--- src/rtl/core/lrt_pkg.sv ---
// ----------------------------------------------------------------------------
// lrt_pkg
// Shared types and codes for the LRU replacement tracker.
// ----------------------------------------------------------------------------
package lrt_pkg;

    localparam int FRAME_W    = 6;
    localparam int FRAME_SPAN = 2 ** FRAME_W;
    localparam int CNT_W      = 7;

    typedef enum logic [1:0] {
        ACT_TOUCH  = 2'd0,
        ACT_VICTIM = 2'd1,
        ACT_ERASE  = 2'd2
    } action_t;

    typedef struct packed {
        logic [1:0]         action;
        logic [FRAME_W-1:0] frame_id;
    } cmd_t;

    typedef struct packed {
        logic               ok;
        logic [FRAME_W-1:0] victim_frame;
        logic [CNT_W-1:0]   entries;
    } rsp_t;

endpackage

--- src/rtl/core/lru_replacement_tracker_top.sv ---
// ----------------------------------------------------------------------------
// lru_replacement_tracker_top
// LRU order of frame numbers kept as a doubly linked list in two link RAMs.
//
//   channel  dir  handshake             word
//   cmd      in   cmd_valid/cmd_stall   action, frame_id
//   rsp      out  rsp_valid/rsp_stall   ok, victim_frame, entries
//
// A word is accepted with the link RAM read, then comes the result hand-off
// alongside an optional unlink write, then an optional relink write; set by
// the single write port of each link RAM. No word is accepted meanwhile.
// Reset clears presence bits, count, head and tail at once; links need none.
// A stalled result is held; one further word is accepted behind it.
// ----------------------------------------------------------------------------
module lru_replacement_tracker_top #(
    parameter int NUM_FRAMES = 64
) (
    input  logic          clk,
    input  logic          rst_n,
    input  logic          cmd_valid,
    output logic          cmd_stall,
    input  lrt_pkg::cmd_t cmd,
    output logic          rsp_valid,
    input  logic          rsp_stall,
    output lrt_pkg::rsp_t rsp
);

    import lrt_pkg::*;

    localparam int IW = $clog2(NUM_FRAMES);

    logic          res_load;
    rsp_t          res;
    logic          rd_en;
    logic [IW-1:0] rd_addr;
    logic [IW-1:0] newer_rdata;
    logic [IW-1:0] older_rdata;
    logic          newer_we;
    logic [IW-1:0] newer_waddr;
    logic [IW-1:0] newer_wdata;
    logic          older_we;
    logic [IW-1:0] older_waddr;
    logic [IW-1:0] older_wdata;

    logic          pend_reg,      pend_next;
    rsp_t          pend_word_reg;
    logic          rsp_valid_reg, rsp_valid_next;
    rsp_t          rsp_reg;
    logic          move;

    lrt_ctrl #(
        .NUM_FRAMES(NUM_FRAMES)
    ) u_ctrl (
        .clk         (clk),
        .rst_n       (rst_n),
        .cmd_valid   (cmd_valid),
        .cmd_stall   (cmd_stall),
        .cmd         (cmd),
        .hold        (pend_reg),
        .res_load    (res_load),
        .res         (res),
        .rd_en       (rd_en),
        .rd_addr     (rd_addr),
        .newer_rdata (newer_rdata),
        .older_rdata (older_rdata),
        .newer_we    (newer_we),
        .newer_waddr (newer_waddr),
        .newer_wdata (newer_wdata),
        .older_we    (older_we),
        .older_waddr (older_waddr),
        .older_wdata (older_wdata)
    );

    lrt_link_ram #(
        .DEPTH(NUM_FRAMES)
    ) u_newer (
        .clk   (clk),
        .we    (newer_we),
        .waddr (newer_waddr),
        .wdata (newer_wdata),
        .re    (rd_en),
        .raddr (rd_addr),
        .rdata (newer_rdata)
    );

    lrt_link_ram #(
        .DEPTH(NUM_FRAMES)
    ) u_older (
        .clk   (clk),
        .we    (older_we),
        .waddr (older_waddr),
        .wdata (older_wdata),
        .re    (rd_en),
        .raddr (rd_addr),
        .rdata (older_rdata)
    );

    assign move = pend_reg && (!rsp_valid_reg || !rsp_stall);

    always_comb
    begin
        pend_next      = pend_reg;
        rsp_valid_next = rsp_valid_reg;
        if (res_load)
        begin
            pend_next = 1'b1;
        end
        else if (move)
        begin
            pend_next = 1'b0;
        end
        if (move)
        begin
            rsp_valid_next = 1'b1;
        end
        else if (!rsp_stall)
        begin
            rsp_valid_next = 1'b0;
        end
    end

    always_ff @(posedge clk or negedge rst_n)
    begin
        if (!rst_n)
        begin
            pend_reg      <= 1'b0;
            rsp_valid_reg <= 1'b0;
        end
        else
        begin
            pend_reg      <= pend_next;
            rsp_valid_reg <= rsp_valid_next;
        end
    end

    always_ff @(posedge clk)
    begin
        if (res_load)
        begin
            pend_word_reg <= res;
        end
        if (move)
        begin
            rsp_reg <= pend_word_reg;
        end
    end

    assign rsp_valid = rsp_valid_reg;
    assign rsp       = rsp_reg;

endmodule

--- src/rtl/core/lrt_link_ram.sv ---
// ----------------------------------------------------------------------------
// lrt_link_ram
// One-write, one-read synchronous RAM holding one link per frame.
// ----------------------------------------------------------------------------
module lrt_link_ram #(
    parameter int DEPTH = 64,
    localparam int AW = $clog2(DEPTH)
) (
    input  logic          clk,
    input  logic          we,
    input  logic [AW-1:0] waddr,
    input  logic [AW-1:0] wdata,
    input  logic          re,
    input  logic [AW-1:0] raddr,
    output logic [AW-1:0] rdata
);

    logic [AW-1:0] mem [DEPTH];
    logic [AW-1:0] rdata_reg;

    always_ff @(posedge clk)
    begin
        if (we)
        begin
            mem[waddr] <= wdata;
        end
        if (re)
        begin
            rdata_reg <= mem[raddr];
        end
    end

    assign rdata = rdata_reg;

endmodule

--- src/rtl/core/lrt_ctrl.sv ---
// ----------------------------------------------------------------------------
// lrt_ctrl
// Sequencer: presence bits, count, head and tail; unlink and relink steps
// against the newer and older link RAMs.
// ----------------------------------------------------------------------------
module lrt_ctrl #(
    parameter int NUM_FRAMES = 64,
    localparam int IW = $clog2(NUM_FRAMES)
) (
    input  logic          clk,
    input  logic          rst_n,
    input  logic          cmd_valid,
    output logic          cmd_stall,
    input  lrt_pkg::cmd_t cmd,
    input  logic          hold,
    output logic          res_load,
    output lrt_pkg::rsp_t res,
    output logic          rd_en,
    output logic [IW-1:0] rd_addr,
    input  logic [IW-1:0] newer_rdata,
    input  logic [IW-1:0] older_rdata,
    output logic          newer_we,
    output logic [IW-1:0] newer_waddr,
    output logic [IW-1:0] newer_wdata,
    output logic          older_we,
    output logic [IW-1:0] older_waddr,
    output logic [IW-1:0] older_wdata
);

    import lrt_pkg::*;

    localparam int PN = (NUM_FRAMES < FRAME_SPAN) ? NUM_FRAMES : FRAME_SPAN;
    localparam int PW = $clog2(PN);

    typedef enum logic [1:0] {
        ST_IDLE,
        ST_UNLINK,
        ST_LINK
    } state_t;

    state_t             state_reg,   state_next;
    logic [PN-1:0]      present_reg, present_next;
    logic [CNT_W-1:0]   count_reg,   count_next;
    logic [IW-1:0]      head_reg,    head_next;
    logic [IW-1:0]      tail_reg,    tail_next;
    logic [IW-1:0]      tgt_reg,     tgt_next;
    logic               relink_reg,  relink_next;

    logic               accept;
    logic [IW-1:0]      f_idx;
    logic [PW-1:0]      p_idx;
    logic [PW-1:0]      t_pidx;
    logic               in_range;
    logic               pres;
    logic               mid;
    logic               res_ok;
    logic [FRAME_W-1:0] res_victim;

    assign cmd_stall = !((state_reg == ST_IDLE) && !hold);
    assign accept    = cmd_valid && !cmd_stall;
    assign f_idx     = IW'(cmd.frame_id);
    assign p_idx     = PW'(cmd.frame_id);
    assign t_pidx    = PW'(tail_reg);
    assign in_range  = 32'(cmd.frame_id) < NUM_FRAMES;
    assign pres      = in_range && present_reg[p_idx];

    assign rd_en   = accept;
    assign rd_addr = (cmd.action == ACT_VICTIM) ? tail_reg : f_idx;

    always_comb
    begin
        state_next   = state_reg;
        present_next = present_reg;
        count_next   = count_reg;
        head_next    = head_reg;
        tail_next    = tail_reg;
        tgt_next     = tgt_reg;
        relink_next  = relink_reg;
        res_ok       = 1'b0;
        res_victim   = '0;
        unique case (state_reg)
            ST_IDLE:
            begin
                if (accept)
                begin
                    priority if (cmd.action == ACT_TOUCH)
                    begin
                        if (in_range)
                        begin
                            res_ok      = 1'b1;
                            tgt_next    = f_idx;
                            relink_next = 1'b1;
                            if (!pres)
                            begin
                                present_next[p_idx] = 1'b1;
                                count_next          = count_reg + CNT_W'(1);
                                if (count_reg == '0)
                                begin
                                    head_next = f_idx;
                                    tail_next = f_idx;
                                end
                                else
                                begin
                                    state_next = ST_LINK;
                                end
                            end
                            else if (f_idx != head_reg)
                            begin
                                state_next = ST_UNLINK;
                            end
                        end
                    end
                    else if (cmd.action == ACT_VICTIM)
                    begin
                        if (count_reg != '0)
                        begin
                            res_ok               = 1'b1;
                            res_victim           = FRAME_W'(tail_reg);
                            present_next[t_pidx] = 1'b0;
                            count_next           = count_reg - CNT_W'(1);
                            tgt_next             = tail_reg;
                            relink_next          = 1'b0;
                            if (count_reg == CNT_W'(1))
                            begin
                                head_next = '0;
                                tail_next = '0;
                            end
                            else
                            begin
                                state_next = ST_UNLINK;
                            end
                        end
                    end
                    else if (cmd.action == ACT_ERASE)
                    begin
                        if (pres)
                        begin
                            res_ok              = 1'b1;
                            present_next[p_idx] = 1'b0;
                            count_next          = count_reg - CNT_W'(1);
                            tgt_next            = f_idx;
                            relink_next         = 1'b0;
                            if (count_reg == CNT_W'(1))
                            begin
                                head_next = '0;
                                tail_next = '0;
                            end
                            else
                            begin
                                state_next = ST_UNLINK;
                            end
                        end
                    end
                    else
                    begin
                        res_ok = 1'b0;
                    end
                end
            end
            ST_UNLINK:
            begin
                priority if (tgt_reg == head_reg)
                begin
                    head_next = older_rdata;
                end
                else if (tgt_reg == tail_reg)
                begin
                    tail_next = newer_rdata;
                end
                else
                begin
                    head_next = head_reg;
                end
                state_next = relink_reg ? ST_LINK : ST_IDLE;
            end
            ST_LINK:
            begin
                head_next  = tgt_reg;
                state_next = ST_IDLE;
            end
            default:
            begin
                state_next = ST_IDLE;
            end
        endcase
    end

    // middle node: splice its neighbours together
    assign mid = (tgt_reg != head_reg) && (tgt_reg != tail_reg);

    always_comb
    begin
        newer_we    = ((state_reg == ST_UNLINK) && mid) || (state_reg == ST_LINK);
        older_we    = newer_we;
        if (state_reg == ST_UNLINK)
        begin
            newer_waddr = older_rdata;
            newer_wdata = newer_rdata;
            older_waddr = newer_rdata;
            older_wdata = older_rdata;
        end
        else
        begin
            newer_waddr = head_reg;
            newer_wdata = tgt_reg;
            older_waddr = tgt_reg;
            older_wdata = head_reg;
        end
    end

    assign res_load         = accept;
    assign res.ok           = res_ok;
    assign res.victim_frame = res_victim;
    assign res.entries      = count_next;

    always_ff @(posedge clk or negedge rst_n)
    begin
        if (!rst_n)
        begin
            state_reg   <= ST_IDLE;
            present_reg <= '0;
            count_reg   <= '0;
            head_reg    <= '0;
            tail_reg    <= '0;
            tgt_reg     <= '0;
            relink_reg  <= 1'b0;
        end
        else
        begin
            state_reg   <= state_next;
            present_reg <= present_next;
            count_reg   <= count_next;
            head_reg    <= head_next;
            tail_reg    <= tail_next;
            tgt_reg     <= tgt_next;
            relink_reg  <= relink_next;
        end
    end

endmodule

--- config.mk ---
export PLATFORM = sky130hd
export DESIGN_NAME = lru_replacement_tracker_top
export DESIGN_NICKNAME = d
export VERILOG_FILES = /design/src/rtl/core/lrt_pkg.sv /design/src/rtl/core/lru_replacement_tracker_top.sv /design/src/rtl/core/lrt_link_ram.sv /design/src/rtl/core/lrt_ctrl.sv
export SDC_FILE = /design/constraint.sdc
export NUM_CORES = 1
export LEC_CHECK = 0
export BUFFER_PORTS_ARGS = -buffer_cell sky130_fd_sc_hd__buf_2
export CORE_ASPECT_RATIO = 1.75
export CORE_MARGIN = 1
export CORE_UTILIZATION = 66
export CTS_BUF_LIST = sky130_fd_sc_hd__clkbuf_2 sky130_fd_sc_hd__clkbuf_4 sky130_fd_sc_hd__clkbuf_8
export CTS_CLUSTER_DIAMETER = 150
export DETAILED_ROUTE_END_ITERATION = 12
export PLACE_DENSITY = 0.83
export SYNTH_ARGS = -nofsm -noshare
export SYNTH_HDL_FRONTEND = slang
export SYNTH_SLANG_ARGS = --single-unit
--- constraint.sdc ---
create_clock -name clk -period 4 [get_ports clk]
set_clock_uncertainty 0.1 [all_clocks]
set_input_delay 0.6 -clock clk [delete_from_list [all_inputs] [get_ports clk]]
set_output_delay 0.6 -clock clk [all_outputs]
set_load 0.1 [all_outputs]
# --- After elaboration in Yosys (flattened, before gate mapping) ---
# Memory sizes are Yosys's and may differ from the RTL's. A register that Yosys moved wholly into a read port is not among the register bits.
# Cells that the tools add are included.
classes:
  order_cmp: 4
  eq_ne: 24
  add_sub_neg: 2
  mux: 77
  bitwise: 8
  n_reduce_logical: 28
ops:
  columns: ["op", "n"]
  rows:
  - ["64-bit 2-to-1 mux", 6]
  - ["6-bit 2-to-1 mux", 27]
  - ["64-bit AND", 2]
  - ["64-bit inverter", 2]
  - ["64-bit bitwise OR", 1]
  - ["7-bit 2-to-1 mux", 8]
  - ["2-bit 2-to-1 mux", 11]
  - ["1-bit 2-to-1 mux", 19]
  - ["6-bit inequality test", 3]
  - ["6-bit case mux with 3 select lines", 1]
  - ["6-bit by 7-bit < comparator with 1-bit output (second input constant)", 2]
  - ["1-bit demux with 6-bit select", 2]
  - ["6-bit equality test", 2]
  - ["6-bit by 1-bit >= comparator with 1-bit output (second input constant)", 2]
  - ["4-bit inequality test (second input constant)", 3]
  - ["6-bit case mux with 2 select lines", 1]
  - ["6-bit AND reduction", 2]
  - ["3-bit inequality test (second input constant)", 3]
  - ["9-bit AND reduction", 1]
  - ["3-bit nonzero test", 3]
  - ["4-bit by 3-bit inequality test with 1-bit output (second input constant)", 2]
  - ["8-bit AND reduction", 1]
  - ["7-bit by 1-bit adder with 7-bit output (second input constant)", 1]
  - ["7-bit by 1-bit equality test with 1-bit output (second input constant)", 1]
  - ["17 further kinds", 37]
totals:
  output_inout_bits: 16
  elab_cells: 160
  reg_bits: 122
  input_bits: 12
  memories: 2
  mem_bits_rw: 768
memory_table:
  columns: ["memory", "depth", "width", "read_ports", "rd_ports_with_merged_regs", "wr", "line_no", "rtl"]
  rows:
  - ["u_newer.mem", 64, 6, 1, 1, 1, "lrt_link_ram.sv:18", "logic [AW-1:0] mem [DEPTH];"]
  - ["u_older.mem", 64, 6, 1, 1, 1, "lrt_link_ram.sv:18", null]

# --- Longest topological paths before layout ---
logic_depth:
  word_depth: 10
  mapped_depth: 13
  mapped_depth_nobuf: 9

# --- Modules after synthesis ---
# Synthesis repeated with hierarchy kept, for this count alone.
hier_totals:
  cells_unflattened: 2307
  area_unflattened_um2: 38376.8
modules_own_cells:
  columns: ["mod", "cells_each", "instances", "area_each_um2", "seq_area_each_um2"]
  rows:
  - ["lrt_link_ram (u_older)", 720, 1, 15285.9, 11711.2]
  - ["lrt_link_ram (u_newer)", 729, 1, 15265.9, 11711.2]
  - ["lrt_ctrl", 825, 1, 6906.6, 2302.2]
  - ["lru_replacement_tracker_top", 33, 1, 918.4, 890.9]

# --- Worst setup path after synthesis ---
# Ideal clock, no wire load.
synth_path:
  path_kind: "register to register"
  startpoint: "register u_ctrl.state_reg[0]"
  endpoint: "register pend_word_reg[1] (netlist bit) (data pin)"
  stages_incl_launch_ff: 10
  required_time_ns: 3.627
  path_slack_ns: 0.390
  n_path_buf: 1
  setup_ns: 0.273
  period_less_slack_ns: 3.610
  arrival_time_ns: 3.237
  cell_sequence: "dfrtp_1 > inv_1 > ha_1 > nand2b_1 > or2_2 > inv_1 > clkbuf_1 > o21ai_0 > nand2_1 > o211ai_1"
synth_lines:
  columns: ["element", "line_no", "rtl"]
  rows:
  - ["start: declaration", "lrt_ctrl.sv:41", "state_t state_reg, state_next;"]
  - ["start signal: assignment", "lrt_ctrl.sv:230", "state_reg <= state_next;"]
  - ["end signal: assignment", "lru_replacement_tracker_top.sv:140", "pend_word_reg <= res;"]
  - ["end: declaration", "lru_replacement_tracker_top.sv:46", "rsp_t pend_word_reg;"]

# --- Final worst setup path ---
layout_path:
  startpoint: "register u_ctrl.tail_reg[0], in the netlist u_ctrl.t_pidx[0]"
  endpoint: "register u_newer.rdata_reg[0], in the netlist u_newer.rdata[0], read port of u_newer.mem (data pin)"
layout_between:
  elab_chain_len: 1
layout_rtl:
  columns: ["element", "line_no", "rtl"]
  rows:
  - ["start: declaration", "lrt_ctrl.sv:45", "logic [IW-1:0] tail_reg, tail_next;"]
  - ["start signal: assignment", "lrt_ctrl.sv:234", "tail_reg <= tail_next;"]
  - ["6-bit 2-to-1 mux", "lrt_ctrl.sv:68", "assign rd_addr = (cmd.action == ACT_VICTIM) ? tail_reg : f_idx;"]
  - ["end: declaration", "lrt_link_ram.sv:19", "logic [AW-1:0] rdata_reg;"]
# No other way between the ends.
# A chain may end at the register's enable or synchronous reset.

==> PnR_summary.wiki <==
{| class="wikitable"
! Metric !! Value
|-
| Status || complete, no violations
|-
| Chip width || 182.4 um
|-
| Count of input and output buffers || 27
|-
| Post-synthesis area per instance || 16.62 um^2
|-
| Final Wtd Congestion || 1.014
|-
| GRT Resource Usage Total || 0.3282
|-
| Distinct cell type count of the synthesized netlist || 78
|-
| Via count normalized by instance count || 6.952
|-
| Final Max Slew Viols || 0
|-
| R2r setup slk || 0.51 ns
|-
| Clock buffer depth || 3
|-
| Final setup violation count || 0
|-
| Top cell type's share of synthesized area || 0.6458
|-
| Origin of the critical flop-to-flop path || u_ctrl.t_pidx[0]
|-
| Number of synthesized flops with an enable pin || 808
|-
| Cells along the critical path || nand2_1 > a21boi_4 > buf_4 > buf_12 > mux4_2 > and2_1 > a211oi_1 > a31oi_1 > a211oi_1 > a21oi_1
|-
| Min Tclk post-route || 3.489 ns
|-
| Largest net degree at the start of global routing || 74
|-
| Hold Violations, Final || 0
|-
| Wire length of the first global-routing pass || 139300 um
|-
| Area added between synthesis and finish || 10.46%
|-
| Die Height || 317.6 um
|-
| Share of synthesized flip-flops with an asynchronous set or reset || 0.1042
|-
| Number of detailed-route iterations in the first pass || 8
|-
| Count of H-tree levels built during CTS || 3
|-
| Endpoint of the worst register-to-register path || u_newer.rdata[0]
|-
| Post-route insts no fill || 3243
|-
| Unrepaired setup endpoints after global routing || no
|-
| Slowest stage cell on the critical path || sky130_fd_sc_hd__mux4_2
|-
| Leakage power figure || 13.66 nW
|-
| Start point of the worst hold path || cmd[3]
|-
| Share of final-layout standard cells stronger than drive strength 1 || 0.2281
|-
| Num rows || 115
|-
| Cell accounting for the most synthesized area || sky130_fd_sc_hd__edfxtp_1
|-
| Type of destination of the critical path || flip-flop
|-
| Sequential area share after synthesis || 0.7084
|-
| Post-synthesis register bit count || 902
|-
| Power consumption || 26.61 mW
|-
| Required time of the critical path || 4.38 ns
|-
| Instance count along the most critical hold path || 3
|-
| Final global-route overflow total || 0
|-
| Starting DRC count in detailed routing || 2731
|-
| Core Region || 56260 um^2
|-
| Nets in the synthesized netlist || 2280
|-
| Mean routed wirelength per cell || 28.38 um
|-
| Starting density of the core || 0.6678
|-
| Cell count after synthesis || 2260
|-
| Critical path's largest stage delay || 0.52 ns
|-
| Resize count post-CTS || 0
|-
| Maxcap violations || 0
|-
| Post-detailed-placement half-perimeter wirelength || 59310 um
|-
| Antenna Nets Post-Route || 0
|-
| # placed instances || 3019
|-
| DIE AREA || 57920 um^2
|-
| Number of antenna violations at the first check in global routing || 1
|-
| Setup tns final || 0 ns
|-
| Number of global-route vias before repair || 22990
|-
| Clock buffers created by TritonCTS || 119
|-
| Root cell of the clock tree || sky130_fd_sc_hd__clkbuf_8
|-
| Cell Pwr Density || 641.2 nW/um^2
|-
| Arrival time at the worst endpoint || 3.86 ns
|-
| Worst slew pin tran || 1.350 ns
|-
| WHS Endpoint || u_ctrl.present_reg[12]
|-
| CTS tree || built
|-
| Clock-pin slew on the worst setup and hold paths || 0.06 ns
|-
| Number of warnings reported in the yosys synthesis log || 0
|-
| IO Count || 28
|-
| WL final || 92030 um
|-
| Critical path launch point type || flip-flop
|-
| Maximum fanout count along the critical path || 25
|-
| Synth top area cells || sky130_fd_sc_hd__edfxtp_1 65%, sky130_fd_sc_hd__mux4_2 12%, sky130_fd_sc_hd__dfrtp_1 6.3%, sky130_fd_sc_hd__nor2_1 1.9%, sky130_fd_sc_hd__nand2_1 1.7%
|-
| Total Nets Final || 2402
|-
| Primary flip-flop cell chosen by synthesis mapping || sky130_fd_sc_hd__edfxtp_1
|-
| Clock Latency Late Sink || 0.78 ns
|-
| Slew margin rel. || 0.09314
|-
| Type of the worst setup path || reg -> reg
|-
| Remaining DRCs || 0
|-
| Path class of the lowest-slack min-delay path || in -> reg
|-
| Final worst-path cycle share || 0.8722
|-
| Sinks on the clock net || 902
|-
| Peak Freq || 286.6 MHz
|-
| Cell type with the highest occurrence count on the critical path || sky130_fd_sc_hd__a211oi_1
|-
| Post-synthesis cell area || 37570 um^2
|-
| Length in cells of the worst reg-to-reg path || 10
|-
| Maximum vdd drop || 488.4 uV
|-
| Count of vias placed by the detailed router || 22550
|}
## per-layer routing
metal | global-route usage | wire length, um | up-vias
met5 | 0 | 0 | -
met4 | 0.2022 | 6318 | 0
met3 | 0.06333 | 8479 | 389
met2 | 0.5534 | 47280 | 1564
met1 | 0.3904 | 29950 | 11280
li1 | - | - | 9311
## placed cells by master (no fill, tap or decap), types with 8 or more instances in the layout
cell type,count
sky130_fd_sc_hd__nor3_1,16
sky130_fd_sc_hd__o21ai_1,51
sky130_fd_sc_hd__a21oi_1,54
sky130_fd_sc_hd__nand2_1,165
sky130_fd_sc_hd__buf_2,26
sky130_fd_sc_hd__and2_1,52
sky130_fd_sc_hd__clkbuf_8,127
sky130_fd_sc_hd__o22ai_1,8
sky130_fd_sc_hd__inv_1,14
sky130_fd_sc_hd__mux2i_1,19
sky130_fd_sc_hd__a22o_1,10
sky130_fd_sc_hd__nor2_1,189
sky130_fd_sc_hd__ha_1,8
sky130_fd_sc_hd__a22oi_1,75
sky130_fd_sc_hd__and3_1,11
sky130_fd_sc_hd__xor2_1,12
sky130_fd_sc_hd__clkbuf_4,44
sky130_fd_sc_hd__nand3_1,15
sky130_fd_sc_hd__buf_12,13
sky130_fd_sc_hd__a211oi_1,63
sky130_fd_sc_hd__a311oi_1,24
sky130_fd_sc_hd__edfxtp_1,808
sky130_fd_sc_hd__mux4_2,194
sky130_fd_sc_hd__inv_2,9
sky130_fd_sc_hd__o21ai_0,82
sky130_fd_sc_hd__a31oi_1,28
sky130_fd_sc_hd__clkinv_2,13
sky130_fd_sc_hd__buf_4,93
sky130_fd_sc_hd__clkinv_1,26
sky130_fd_sc_hd__dfrtp_1,94
sky130_fd_sc_hd__a221oi_1,8
## metrics by stage
step	worst slack [ns]	hold WS (ns)	area (um^2)	util
finish	0.5111	0.2041	41500	0.7377
global placement	0.2352	0.3023	39050	0.6940
CTS	0.5671	0.1418	41490	0.7374
global route	0.4524	0.2284	41500	0.7376
detailed placement	0.2057	0.3045	39050	0.6940
floorplan	0.3904	0.2044	37570	-
## timing repair
| action | 4_1_cts | 5_1_grt |
|---|---|---|
| buffers inserted | 0 | 0 |
| hold buffers | 2 | 0 |
| hold endpoints to repair | 39 | 0 |
## report_power, final
group | internal, mW | switching [mW]
sequential | 12.6 | 0.513
combinational | 1.72 | 4.80
clock | 3.61 | 3.37
## Yosys cell counts, types with 6 or more instances
master,count
sky130_fd_sc_hd__buf_2,34
sky130_fd_sc_hd__nor3b_1,6
sky130_fd_sc_hd__a22o_1,10
sky130_fd_sc_hd__and2_1,53
sky130_fd_sc_hd__nor2b_1,7
sky130_fd_sc_hd__edfxtp_1,808
sky130_fd_sc_hd__nand3_1,15
sky130_fd_sc_hd__buf_1,7
sky130_fd_sc_hd__xor2_1,12
sky130_fd_sc_hd__o21ai_1,51
sky130_fd_sc_hd__a31oi_1,28
sky130_fd_sc_hd__a21oi_1,56
sky130_fd_sc_hd__nor3_1,16
sky130_fd_sc_hd__a221oi_1,8
sky130_fd_sc_hd__dfrtp_1,94
sky130_fd_sc_hd__mux4_2,194
sky130_fd_sc_hd__mux2i_1,21
sky130_fd_sc_hd__nand2b_1,7
sky130_fd_sc_hd__nor2_1,189
sky130_fd_sc_hd__xnor2_1,7
sky130_fd_sc_hd__a311oi_1,24
sky130_fd_sc_hd__ha_1,8
sky130_fd_sc_hd__a22oi_1,75
sky130_fd_sc_hd__a211oi_1,63
sky130_fd_sc_hd__o21ai_0,82
sky130_fd_sc_hd__o22ai_1,8
sky130_fd_sc_hd__inv_1,22
sky130_fd_sc_hd__buf_4,11
sky130_fd_sc_hd__nand2_1,166
sky130_fd_sc_hd__mux2_1,7
sky130_fd_sc_hd__clkbuf_1,77
sky130_fd_sc_hd__and3_1,11
## cell families (layout without fill, tap and decap cells)
| group | Yosys count | count (layout) | synth area share |
|---|---|---|---|
| adders and majority gates | 8 | 8 | 0.002664 |
| other | 0 | 2 | 0 |
| buffers and inverters | 156 | 377 | 0.01872 |
| muxes | 231 | 231 | 0.1272 |
| and+or+nand+nor | 501 | 501 | 0.06014 |
| xor gates and xnor gates | 19 | 19 | 0.004429 |
| AOI/OAI and AO/OA | 443 | 443 | 0.07846 |
| DFF | 902 | 902 | 0.7084 |
## cell type report
cell class | count | area (um^2)
clock buffer | 171 | 2078
inverter | 23 | 86.33
multi-input combinational | 1202 | 10310
sequential | 902 | 26620
fill | 3088 | 14760
clock inverter | 49 | 341.6
tap | 760 | 950.9
timing repair buffer | 134 | 1109
antenna | 2 | 5.005
## worst max-delay path by stage
stage	start	endpoint	slack, ns	cells after the start
3_5_place_dp	cmd[6]	u_newer.rdata[0]	0.21	12
5_1_grt	u_ctrl.t_pidx[0]	u_older.rdata[3]	0.45	10
2_1_floorplan	u_ctrl.state_reg[0]	pend_word_reg[1]	0.39	9
3_3_place_gp	cmd[6]	u_newer.rdata[0]	0.24	12
6_report	u_ctrl.t_pidx[0]	u_newer.rdata[0]	0.51	10
4_1_cts	u_ctrl.t_pidx[0]	u_newer.rdata[5]	0.57	10
## critical path: cells and delay by family (launching register included)
kind	cells	cell delay, ns
compound gates	5	1.31
buf+inv	2	0.45
flops	1	0.49
mux	1	0.52
simple gates	2	0.30
Power figures use the tool's default switching activity.
